**src/sv/evlf_pkg.sv**
```systemverilog
// Package for the encoded value length framer: parse phases, status codes, type byte constants.
`default_nettype none

package evlf_pkg;

    // Parse phase of the framer
    typedef enum logic [1:0] {
        PH_TYPE   = 2'd0,
        PH_HEADER = 2'd1,
        PH_BLOB   = 2'd2,
        PH_TEXT   = 2'd3
    } t_phase;

    // Result status codes
    typedef enum logic [1:0] {
        ST_BUSY     = 2'd0,
        ST_DONE     = 2'd1,
        ST_BAD_TYPE = 2'd2,
        ST_TOO_DEEP = 2'd3
    } t_status;

    // Type byte decoding
    localparam logic [7:0] INT_MARK     = 8'h80;
    localparam logic [7:0] BLOB_MASK    = 8'hf8;
    localparam logic [7:0] BLOB_CODE    = 8'h98;
    localparam logic [7:0] INT_LEN_MASK = 8'h07;

    localparam logic [7:0] CH_TRUE   = 8'h54; // 'T'
    localparam logic [7:0] CH_FALSE  = 8'h46; // 'F'
    localparam logic [7:0] CH_NULL   = 8'h30; // '0'
    localparam logic [7:0] CH_FLOAT  = 8'h66; // 'f'
    localparam logic [7:0] CH_DOUBLE = 8'h67; // 'g'
    localparam logic [7:0] CH_STRING = 8'h73; // 's'
    localparam logic [7:0] CH_IDENT  = 8'h69; // 'i'
    localparam logic [7:0] CH_TUPLE  = 8'h74; // 't'
    localparam logic [7:0] CH_LIST   = 8'h6c; // 'l'
    localparam logic [7:0] CH_DICT   = 8'h64; // 'd'
    localparam logic [7:0] CH_END    = 8'h45; // 'E'

    localparam logic [3:0] FLOAT_BYTES  = 4'd4;
    localparam logic [3:0] DOUBLE_BYTES = 4'd8;

endpackage

`default_nettype wire

```
**src/sv/encoded_value_length_framer_top.sv**
```systemverilog
// Encoded value length framer: one byte in, one framing result out, per cycle while results are taken.
`default_nettype none

// Takes one byte of a binary-encoded value stream per request on the slave
// stream and returns one result per byte on the master stream: a status
// (in progress, top-level value complete, invalid type byte, nesting too
// deep), the length of the current top-level value so far including this
// byte (saturating) and the container depth after the byte. Each byte's
// decode runs between the input port and a single result register, so a
// byte is accepted in every cycle in which the result register is empty or
// being drained. After an invalid type byte or a too-deep opener the parser
// returns to its reset state. MAX_DEPTH bounds the nesting depth (capped at
// 255); LENGTH_BITS sets the width of the internal byte counter.
module encoded_value_length_framer_top
    import evlf_pkg::*;
#(
    parameter int MAX_DEPTH   = 255,
    parameter int LENGTH_BITS = 32
) (
    input  wire logic        i_clk,
    input  wire logic        i_rst_n,
    // Slave stream
    input  wire logic        i_s_axis_tvalid,
    output logic             o_s_axis_tready,
    input  wire logic [7:0]  i_s_axis_tdata,  // [7:0] data_byte
    // Master stream
    output logic             o_m_axis_tvalid,
    input  wire logic        i_m_axis_tready,
    output logic [47:0]      o_m_axis_tdata   // [1:0] frame_status, [33:2] value_length,
                                              // [41:34] nest_depth, [47:42] zero
);

    localparam int DEPTH_LIMIT = (MAX_DEPTH < 255) ? MAX_DEPTH : 255;
    localparam int CW          = (LENGTH_BITS > 32) ? LENGTH_BITS : 32;

    // Parser state
    t_phase                   r_phase, n_phase;
    logic [3:0]               r_header_left, n_header_left;
    logic [63:0]              r_blob_remaining, n_blob_remaining;
    logic                     r_blob_flag, n_blob_flag;
    logic [7:0]               r_nest, n_nest;
    logic [LENGTH_BITS-1:0]   r_bytes_seen, n_bytes_seen;

    // Result register
    logic                     r_out_valid;
    t_status                  r_status, n_status;
    logic [31:0]              r_value_length, n_value_length;
    logic [7:0]               r_nest_depth;

    // Decode of one byte before error/completion handling
    t_phase                   w_phase;
    logic [3:0]               w_header_left;
    logic [63:0]              w_blob_remaining;
    logic                     w_blob_flag;
    logic [7:0]               w_nest;
    logic                     w_done;
    logic                     w_bad_type;
    logic                     w_too_deep;
    logic [3:0]               w_hl_dec;
    logic [63:0]              w_rem_dec;
    logic [63:0]              w_rem_shift;

    logic [LENGTH_BITS-1:0]   w_count;
    logic [CW-1:0]            w_count_ext;
    logic [7:0]               w_byte;
    logic                     w_in_acc;

    assign w_byte          = i_s_axis_tdata;
    assign o_s_axis_tready = !r_out_valid || i_m_axis_tready;
    assign w_in_acc        = i_s_axis_tvalid && o_s_axis_tready;

    // Saturating byte count including this byte
    assign w_count     = (&r_bytes_seen) ? r_bytes_seen : r_bytes_seen + 1'b1;
    assign w_count_ext = CW'(w_count);
    assign w_hl_dec    = (r_header_left != 4'd0) ? r_header_left - 4'd1 : r_header_left;
    assign w_rem_dec   = (r_blob_remaining != 64'd0) ? r_blob_remaining - 64'd1
                                                     : r_blob_remaining;
    assign w_rem_shift = {r_blob_remaining[55:0], w_byte};

    // Next-phase decode
    always_comb begin
        w_phase          = r_phase;
        w_header_left    = r_header_left;
        w_blob_remaining = r_blob_remaining;
        w_blob_flag      = r_blob_flag;
        w_nest           = r_nest;
        w_done           = 1'b0;
        w_bad_type       = 1'b0;
        w_too_deep       = 1'b0;
        unique case (r_phase)
            PH_HEADER: begin
                if (r_blob_flag) begin
                    w_blob_remaining = w_rem_shift;
                end
                w_header_left = w_hl_dec;
                if (w_hl_dec == 4'd0) begin
                    if (r_blob_flag && (w_rem_shift != 64'd0)) begin
                        w_phase = PH_BLOB;
                    end else begin
                        w_done = 1'b1;
                    end
                    w_blob_flag = 1'b0;
                end
            end
            PH_BLOB: begin
                w_blob_remaining = w_rem_dec;
                if (w_rem_dec == 64'd0) begin
                    w_done = 1'b1;
                end
            end
            PH_TEXT: begin
                if (w_byte == 8'd0) begin
                    w_done = 1'b1;
                end
            end
            PH_TYPE: begin
                priority if ((w_byte & INT_MARK) != 8'd0) begin
                    w_header_left    = (w_byte[3:0] & INT_LEN_MASK[3:0]) + 4'd1;
                    w_blob_flag      = ((w_byte & BLOB_MASK) == BLOB_CODE);
                    w_blob_remaining = 64'd0;
                    w_phase          = PH_HEADER;
                end else if (w_byte == CH_TRUE || w_byte == CH_FALSE
                             || w_byte == CH_NULL) begin
                    w_done = 1'b1;
                end else if (w_byte == CH_FLOAT || w_byte == CH_DOUBLE) begin
                    w_header_left = (w_byte == CH_FLOAT) ? FLOAT_BYTES : DOUBLE_BYTES;
                    w_blob_flag   = 1'b0;
                    w_phase       = PH_HEADER;
                end else if (w_byte == CH_STRING || w_byte == CH_IDENT) begin
                    w_phase = PH_TEXT;
                end else if (w_byte == CH_TUPLE || w_byte == CH_LIST
                             || w_byte == CH_DICT) begin
                    if (r_nest >= 8'(DEPTH_LIMIT)) begin
                        w_too_deep = 1'b1;
                    end else begin
                        w_nest = r_nest + 8'd1;
                    end
                end else if (w_byte == CH_END && r_nest != 8'd0) begin
                    w_nest = r_nest - 8'd1;
                    w_done = 1'b1;
                end else begin
                    w_bad_type = 1'b1;
                end
            end
        endcase
    end

    // Error and completion handling, result fields
    always_comb begin
        n_phase          = w_phase;
        n_header_left    = w_header_left;
        n_blob_remaining = w_blob_remaining;
        n_blob_flag      = w_blob_flag;
        n_nest           = w_nest;
        n_bytes_seen     = w_count;
        n_status         = ST_BUSY;
        n_value_length   = (w_count_ext > CW'(32'hffff_ffff)) ? 32'hffff_ffff
                                                              : w_count_ext[31:0];
        priority if (w_bad_type || w_too_deep) begin
            n_phase          = PH_TYPE;
            n_header_left    = 4'd0;
            n_blob_remaining = 64'd0;
            n_blob_flag      = 1'b0;
            n_nest           = 8'd0;
            n_bytes_seen     = '0;
            n_status         = w_too_deep ? ST_TOO_DEEP : ST_BAD_TYPE;
        end else if (w_done) begin
            n_phase = PH_TYPE;
            if (w_nest == 8'd0) begin
                n_status     = ST_DONE;
                n_bytes_seen = '0;
            end
        end else begin
            n_phase = w_phase;
        end
    end

    // Parser state registers
    always_ff @(posedge i_clk) begin
        if (!i_rst_n) begin
            r_phase          <= PH_TYPE;
            r_header_left    <= 4'd0;
            r_blob_remaining <= 64'd0;
            r_blob_flag      <= 1'b0;
            r_nest           <= 8'd0;
            r_bytes_seen     <= '0;
        end else if (w_in_acc) begin
            r_phase          <= n_phase;
            r_header_left    <= n_header_left;
            r_blob_remaining <= n_blob_remaining;
            r_blob_flag      <= n_blob_flag;
            r_nest           <= n_nest;
            r_bytes_seen     <= n_bytes_seen;
        end
    end

    // Result valid
    always_ff @(posedge i_clk) begin
        if (!i_rst_n) begin
            r_out_valid <= 1'b0;
        end else if (w_in_acc) begin
            r_out_valid <= 1'b1;
        end else if (i_m_axis_tready) begin
            r_out_valid <= 1'b0;
        end
    end

    // Result payload
    always_ff @(posedge i_clk) begin
        if (w_in_acc) begin
            r_status       <= n_status;
            r_value_length <= n_value_length;
            r_nest_depth   <= n_nest;
        end
    end

    assign o_m_axis_tvalid = r_out_valid;
    assign o_m_axis_tdata  = {6'd0, r_nest_depth, r_value_length, r_status};

    // Checks
    a_err_clears_depth: assert property (@(posedge i_clk) disable iff (!i_rst_n)
        (r_out_valid && (r_status == ST_BAD_TYPE || r_status == ST_TOO_DEEP))
        |-> (r_nest_depth == 8'd0 && r_nest == 8'd0))
        else $error("error result with nonzero depth");

    a_done_top_level: assert property (@(posedge i_clk) disable iff (!i_rst_n)
        (r_out_valid && r_status == ST_DONE) |-> (r_nest_depth == 8'd0))
        else $error("completion reported inside a container");

    a_accept_gives_result: assert property (@(posedge i_clk) disable iff (!i_rst_n)
        w_in_acc |=> r_out_valid)
        else $error("accepted byte produced no result");

    a_stall_holds: assert property (@(posedge i_clk) disable iff (!i_rst_n)
        (r_out_valid && !i_m_axis_tready) |=> (r_out_valid && $stable(o_m_axis_tdata)
        && $stable(r_phase) && $stable(r_bytes_seen)))
        else $error("stalled result or parser state changed");

endmodule

`default_nettype wire
```
**config.mk**
```make
export PLATFORM = sky130hd
export DESIGN_NAME = encoded_value_length_framer_top
export DESIGN_NICKNAME = d
export VERILOG_FILES = /design/src/sv/evlf_pkg.sv /design/src/sv/encoded_value_length_framer_top.sv
export SDC_FILE = /design/constraint.sdc
export NUM_CORES = 1
export LEC_CHECK = 0
export BUFFER_PORTS_ARGS = -buffer_cell sky130_fd_sc_hd__clkbuf_2
export CORE_UTILIZATION = 55
export DETAILED_ROUTE_END_ITERATION = 7
export GPL_TIMING_DRIVEN = 0
export HOLD_SLACK_MARGIN = 0.02
export PLACE_DENSITY = 0.73
export SLEW_MARGIN = 20
export SYNTH_ARGS = -nofsm -noshare
export SYNTH_HDL_FRONTEND = slang
export SYNTH_SLANG_ARGS = --single-unit
export TNS_END_PERCENT = 1
```
**constraint.sdc**
```tcl
create_clock -name i_clk -period 8.5 [get_ports i_clk]
set_clock_uncertainty 0.15 [all_clocks]
set_input_delay 1.7 -clock i_clk [delete_from_list [all_inputs] [get_ports i_clk]]
set_output_delay 1.7 -clock i_clk [all_outputs]
set_load 0.03 [all_outputs]
```
# --- Word-level counts from Yosys, hierarchy flattened ---
# Index checks and enable logic that the tools add are counted.
# Widths: inputs -> output; s select.
classes:
  n_mux: 71
  n_reduce_logical: 30
  eq_ne: 24
  magnitude_cmp: 2
  addsub: 6
op_table:
  columns: ["operator", "n"]
  rows:
  - ["$mux 64", 4]
  - ["$pmux 64 s3", 1]
  - ["$mux 32", 4]
  - ["$reduce_bool 64->1", 2]
  - ["$eq 8x7->1 const B", 10]
  - ["$mux 8", 9]
  - ["$logic_not 64->1", 1]
  - ["$sub 64x1->64 const B", 1]
  - ["$mux 1", 34]
  - ["$add 32x1->32 const B", 1]
  - ["$gt 32x32->1 const B", 1]
  - ["$reduce_and 32->1", 1]
  - ["$mux 4", 6]
  - ["$mux 2", 9]
  - ["$logic_not 8->1", 2]
  - ["$ne 4x4->1 const B", 4]
  - ["$reduce_bool 4->1", 3]
  - ["$ne 3x3->1 const B", 3]
  - ["$add 8x1->8 const B", 1]
  - ["$eq 8x6->1 const B", 1]
  - ["$ge 8x8->1 const B", 1]
  - ["$logic_or 1x1->1", 8]
  - ["$pmux 4 s2", 1]
  - ["$reduce_and 4->1", 2]
  - ["other kinds (20)", 23]
totals:
  register_bits: 154
  wordCells: 143
  out_inout_bits: 50

# --- Logic depth before layout (Yosys ltp) ---
depth:
  ltp_word: 13
  mapped_depth: 16
  ltp_nobuf: 15

# --- Least setup slack after synthesis ---
# No wires, ideal clock.
synth_path:
  path_type: "input-to-reg"
  from: "input port i_m_axis_tready"
  to: "register r_phase[0]"
  setup_time_ns: 0.101
  t_arrival_ns: 4.809
  path_buffers: 1
  slack_ns: 3.440
  t_required_ns: 8.249
  path_stages: 8
  path_cell_list: "nand2b_1 -> nand2_1 -> inv_1 -> clkbuf_1 -> o21ai_0 -> a211o_1 -> o21a_1 -> o41ai_1"
synth_via:
  elab_chain_len: 3
synth_lines:
  columns: ["element", "line_no", "rtl"]
  rows:
  - ["start, declared", "encoded_value_length_framer_top.sv:28", "input wire logic i_m_axis_tready,"]
  - ["$logic_or 1x1->1", "encoded_value_length_framer_top.sv:69", "assign o_s_axis_tready = !r_out_valid || i_m_axis_tready;"]
  - ["$logic_and 1x1->1", "encoded_value_length_framer_top.sv:70", "assign w_in_acc = i_s_axis_tvalid && o_s_axis_tready;"]
  - ["via w_in_acc", "encoded_value_length_framer_top.sv:66", "logic w_in_acc;"]
  - ["$reduce_and 6->1 (no line)", null, null]
  - ["end signal, assigned", "encoded_value_length_framer_top.sv:188", "r_phase <= n_phase;"]
  - ["end, declared", "encoded_value_length_framer_top.sv:37", "t_phase r_phase, n_phase;"]
# The timed path passes the listed nets, and every way through them passes these cells.
# A chain may end at the register's enable or synchronous reset.

# --- Worst setup path in the final report ---
layout_path:
  from: "input port i_s_axis_tdata[0]"
  to: "register r_blob_remaining[44]"
layout_via:
  elab_chain_len: 12
  word_cells_on_any_way: 37
  classes_between: "eq/ne (13); mux (14); reduce/logical (10)"
layout_lines:
  columns: ["element", "line_no", "rtl"]
  rows:
  - ["start, declared", "encoded_value_length_framer_top.sv:25", "input wire logic [7:0] i_s_axis_tdata,"]
  - ["$eq 8x7->1, on equally long branches", "encoded_value_length_framer_top.sv:138, encoded_value_length_framer_top.sv:131", null]
  - ["$logic_and 1x1->1 / $logic_or 1x1->1 (equally long branches)", "encoded_value_length_framer_top.sv:138, encoded_value_length_framer_top.sv:131", null]
  - ["$mux 1 / $logic_or 1x1->1 (equally long branches)", "encoded_value_length_framer_top.sv:138, encoded_value_length_framer_top.sv:132", null]
  - ["$mux 1", "encoded_value_length_framer_top.sv:131", "end else if (w_byte == CH_TUPLE || w_byte == CH_LIST"]
  - ["$mux 1", "encoded_value_length_framer_top.sv:129", "end else if (w_byte == CH_STRING || w_byte == CH_IDENT) begin"]
  - ["$mux 1", "encoded_value_length_framer_top.sv:125", "end else if (w_byte == CH_FLOAT || w_byte == CH_DOUBLE) begin"]
  - ["$mux 1", "encoded_value_length_framer_top.sv:122", "end else if (w_byte == CH_TRUE || w_byte == CH_FALSE"]
  - ["$mux 1", "encoded_value_length_framer_top.sv:117", "priority if ((w_byte & INT_MARK) != 8'd0) begin"]
  - ["$mux 1", "encoded_value_length_framer_top.sv:90", "unique case (r_phase)"]
  - ["$logic_or 1x1->1 (*)", "encoded_value_length_framer_top.sv:159", "priority if (w_bad_type || w_too_deep) begin"]
  - ["$ne 3x3->1 (no line) / $reduce_bool 4->1 (equally long branches)", null, null]
  - ["$reduce_and 4->1 (no line)", null, null]
  - ["end signal, assigned", "encoded_value_length_framer_top.sv:190", "r_blob_remaining <= n_blob_remaining;"]
  - ["end, declared", "encoded_value_length_framer_top.sv:39", "logic [63:0] r_blob_remaining, n_blob_remaining;"]
# Every way passes the cells marked *; elsewhere a longest branch is shown, timed or not.

==> reports/metrics.cfg <==
[run_status]
outcome = finished, final reports clean

[finish]
drive_gt1_share_pct = 10.3
layout.nets = 1449
final_cell_area_sq_um = 11900
syn_to_final_growth_pct = 11.8
antenna_cells = 0

[clock_tree]
ctsHoldBuffers = 0
htree_levels = 4
post_cts_buffers = 0
cts_buffers = 17
clockBufferDepth = 2
cts_tree = done
clk_latency_ns = 0.46
clk_pin_slew_ns = 0.07
cts_resized = 0
ctsRootBufferMaster = clkbuf_16
clock_sinks = 154

[timing]
slew_headroom_pct = 17.5
final.setup.tns_ns = 0
timing.fmax_mhz = 160
fin_crit_sh_pct = 73.3
tightest_slew_ns = 1.23
final.min_clock_period_ns = 6.23
layout_setup_ws_ns = 2.27
slew_violations = 0
setup_viol = 0
grt_setup_unrepaired = no
hold_violations = 0

[critical_path]
rr_worst_depth = 14
crit_end = r_blob_remaining[44]
cp_num_buf_inv = 6
path_class = input pin to register
reg2reg_to = r_bytes_seen[28]
crit_arrival_ns = 6.40
crit_path_frequent_cell = clkbuf_1
r2r_start = r_blob_remaining[8]
crit_start = i_s_axis_tdata[0]
path_cells = clkbuf_2 -> inv_1 -> ha_1 -> or4b_2 -> nor3b_1 -> a21oi_1 -> mux2i_1 -> nor2_1 -> nand2_1 -> clkinv_1 -> or4_1 -> and3_1 -> clkbuf_1 -> clkbuf_1 -> clkbuf_1 -> o21ai_0 -> a21oi_1
crit_cells = 17
worstPathRequired_ns = 8.67
crit_path_top_delay_cell = or4b_2
reg2reg_slack_ns = 2.58
crit_path_start_kind = input pin
cpLargestDelayFamily = simple AND/OR/NAND/NOR gates
path_max_fanout = 10
cpPeakStageDelay_ns = 0.61
end_kind = register

[floorplanning]
die_w_um = 141
rows = 50
die_y_um = 141
dieArea_sq_um = 19900
pin_count = 62
core_area_sq_um = 18800
initial_core_util_pct = 56.4

[placed_design]
place_area_sq_um = 11300
gp_congestion = 1.08
place_ws_ns = 1.95
io_buffers = 53
dpl.hpwl_um = 28700

[yosys]
netlist_area_sq_um = 10600
synth_ff_type = dfxtp_1
synth_cell_types = 80
async_reset_ff_share_pct = 0
synth_edf_count = 42
avgSynthCellArea_sq_um = 7.88
synthCells = 1348
yosysWarnings = 0
seq_area_frac_synth_pct = 33.0
ys_seq_elements = 154

[route]
wl_um = 40600
vias = 11320
route.detailed.drc = 0
drt-vias-per-instance = 6.66
antenna_left = 0
initialDrtViolationCount = 1261
wl_per_cell_um = 23.9
first_pass_iters = 7

[grt]
grt_pass1_wl_um = 61400
grt_overflow = 0
grt_pass1_vias = 10535
grt_max_degree = 34
grt_usage_pct = 41.4
antenna_found_initial = 0

[power_and_ir_drop]
ir_drop_mv = 0.153
power_mw = 2.64
leakage_nw = 4.60
powerDensity_nw_per_um2 = 222

[min_path]
hold_path.class = register to register

[job]
max_cap_violations = 0

power by group:
group | switching [mW] | internal [mW] | total [mW]
Sequential | 0.0359 | 0.797 | 0.833
Combinational | 0.724 | 0.293 | 1.02
Clock | 0.392 | 0.398 | 0.790
Total | 1.15 | 1.49 | 2.64
routing by layer:
layer  vias to the layer above  GRT usage, %  part of all wire (%)
li1                       5132             -                     -
met1                      5200          48.9                    37
met2                       786          66.6                    44
met3                       202          11.1                    12
met4                         0          26.3                   6.7
met5                         -             0                     0
worst register-to-register path, cell delays in order (launching register included):
cell       delay (ns)
dfxtp_1          0.30
buf_2            0.17
or4_1            0.52
clkbuf_1         0.20
nor4_2           0.71
nand4_1          0.64
a2111oi_0        0.93
xnor2_1          0.24
nand2_1          0.13
nor4_1           0.27
nand4_1          0.34
a211oi_4         0.64
buf_4            0.30
o31ai_1          0.09
and2_1           0.18
sequential cells by signal, indices dropped and copies added, names as in the netlist:
signal and cells:
o_m_axis_tvalid 1, r_blob_flag 1, r_blob_remaining 64, r_bytes_seen 32, r_header_left 4, r_nest 8
r_nest_depth 8, r_phase 2, r_status 2, r_value_length 32
per-stage QoR:
| step | util, % | hold slack, ns | cells |
|---|---|---|---|
| finish | 63.0 | 0.387 | 1699 |
| global route | 63.0 | 0.411 | 1699 |
| global placement | 59.6 | 0.350 | 1666 |
| detailed placement | 59.8 | 0.373 | 1667 |
| floorplan | - | 0.319 | 1353 |
| CTS | 63.0 | 0.384 | 1699 |
placed cells by master (no fill, tap or decap), drive strengths merged, types with 25 or more instances in the layout:
cell and instances:
a21oi 57, and2 43, buf 27, clkbuf 161, dfxtp 112, edfxtp 42, inv 47, nand2 138
nand3 38, nand4 29, nor2 108, nor3 48, nor4 50, o21ai 66, o31ai 39, or4 26
xnor2 39, xor2 25
cell usage after synthesis, types with 15 or more instances:
cell	number	share of area, %
nand2_1	138	4.9
dfxtp_1	112	21
nor2_1	108	3.8
clkbuf_1	91	3.2
o21ai_0	60	2.8
a21oi_1	57	2.7
nor3_1	46	2.2
nor4_1	44	2.6
and2_1	43	2.5
edfxtp_1	42	12
inv_1	40	1.4
o31ai_1	39	2.8
xnor2_1	39	3.2
nand3_1	37	1.7
nand4_1	29	1.7
or4_1	25	1.8
xor2_1	25	2.1
a22oi_1	23	1.6
nor2b_1	23	1.4
nor3b_1	21	1.5
or3_1	21	1.2
and3_1	19	1.1
a21boi_0	15	1.1
o211a_1	15	1.4
logic make-up after synthesis:
logic type / share of synthesized area, %
and+or+nand+nor: 30.9
AOI/OAI and AO/OA: 22.4
buffers and inverters: 6.17
DFF: 33.0
xor gates and xnor gates: 5.28
adders and majority gates: 1.30
muxes: 0.907
other: 0.0353
worst min path at each step:
| stage | from | endpoint | slack (ns) | cells after the start |
|---|---|---|---|---|
| 2_1_floorplan | r_blob_flag | r_blob_flag | 0.32 | 2 |
| 6_report | o_m_axis_tvalid | o_m_axis_tvalid | 0.39 | 2 |
| 4_1_cts | r_blob_remaining[60] | r_blob_remaining[60] | 0.38 | 2 |
| 5_1_grt | r_blob_remaining[60] | r_blob_remaining[60] | 0.41 | 2 |
| 3_3_place_gp | r_bytes_seen[31] | r_bytes_seen[31] | 0.35 | 1 |
| 3_5_place_dp | r_bytes_seen[29] | r_bytes_seen[29] | 0.37 | 1 |
cell type report:
| class | instances | area [sq um] |
|---|---|---|
| timing repair buffer | 54 | 285 |
| multi-input combinational | 1041 | 6500 |
| inverter | 41 | 154 |
| clock buffer | 17 | 425 |
| fill | 1710 | 6960 |
| sequential | 154 | 3500 |
| tap | 260 | 325 |
| buffer | 117 | 503 |
| clock inverter | 15 | 179 |
(Power assumes the default switching activity.)
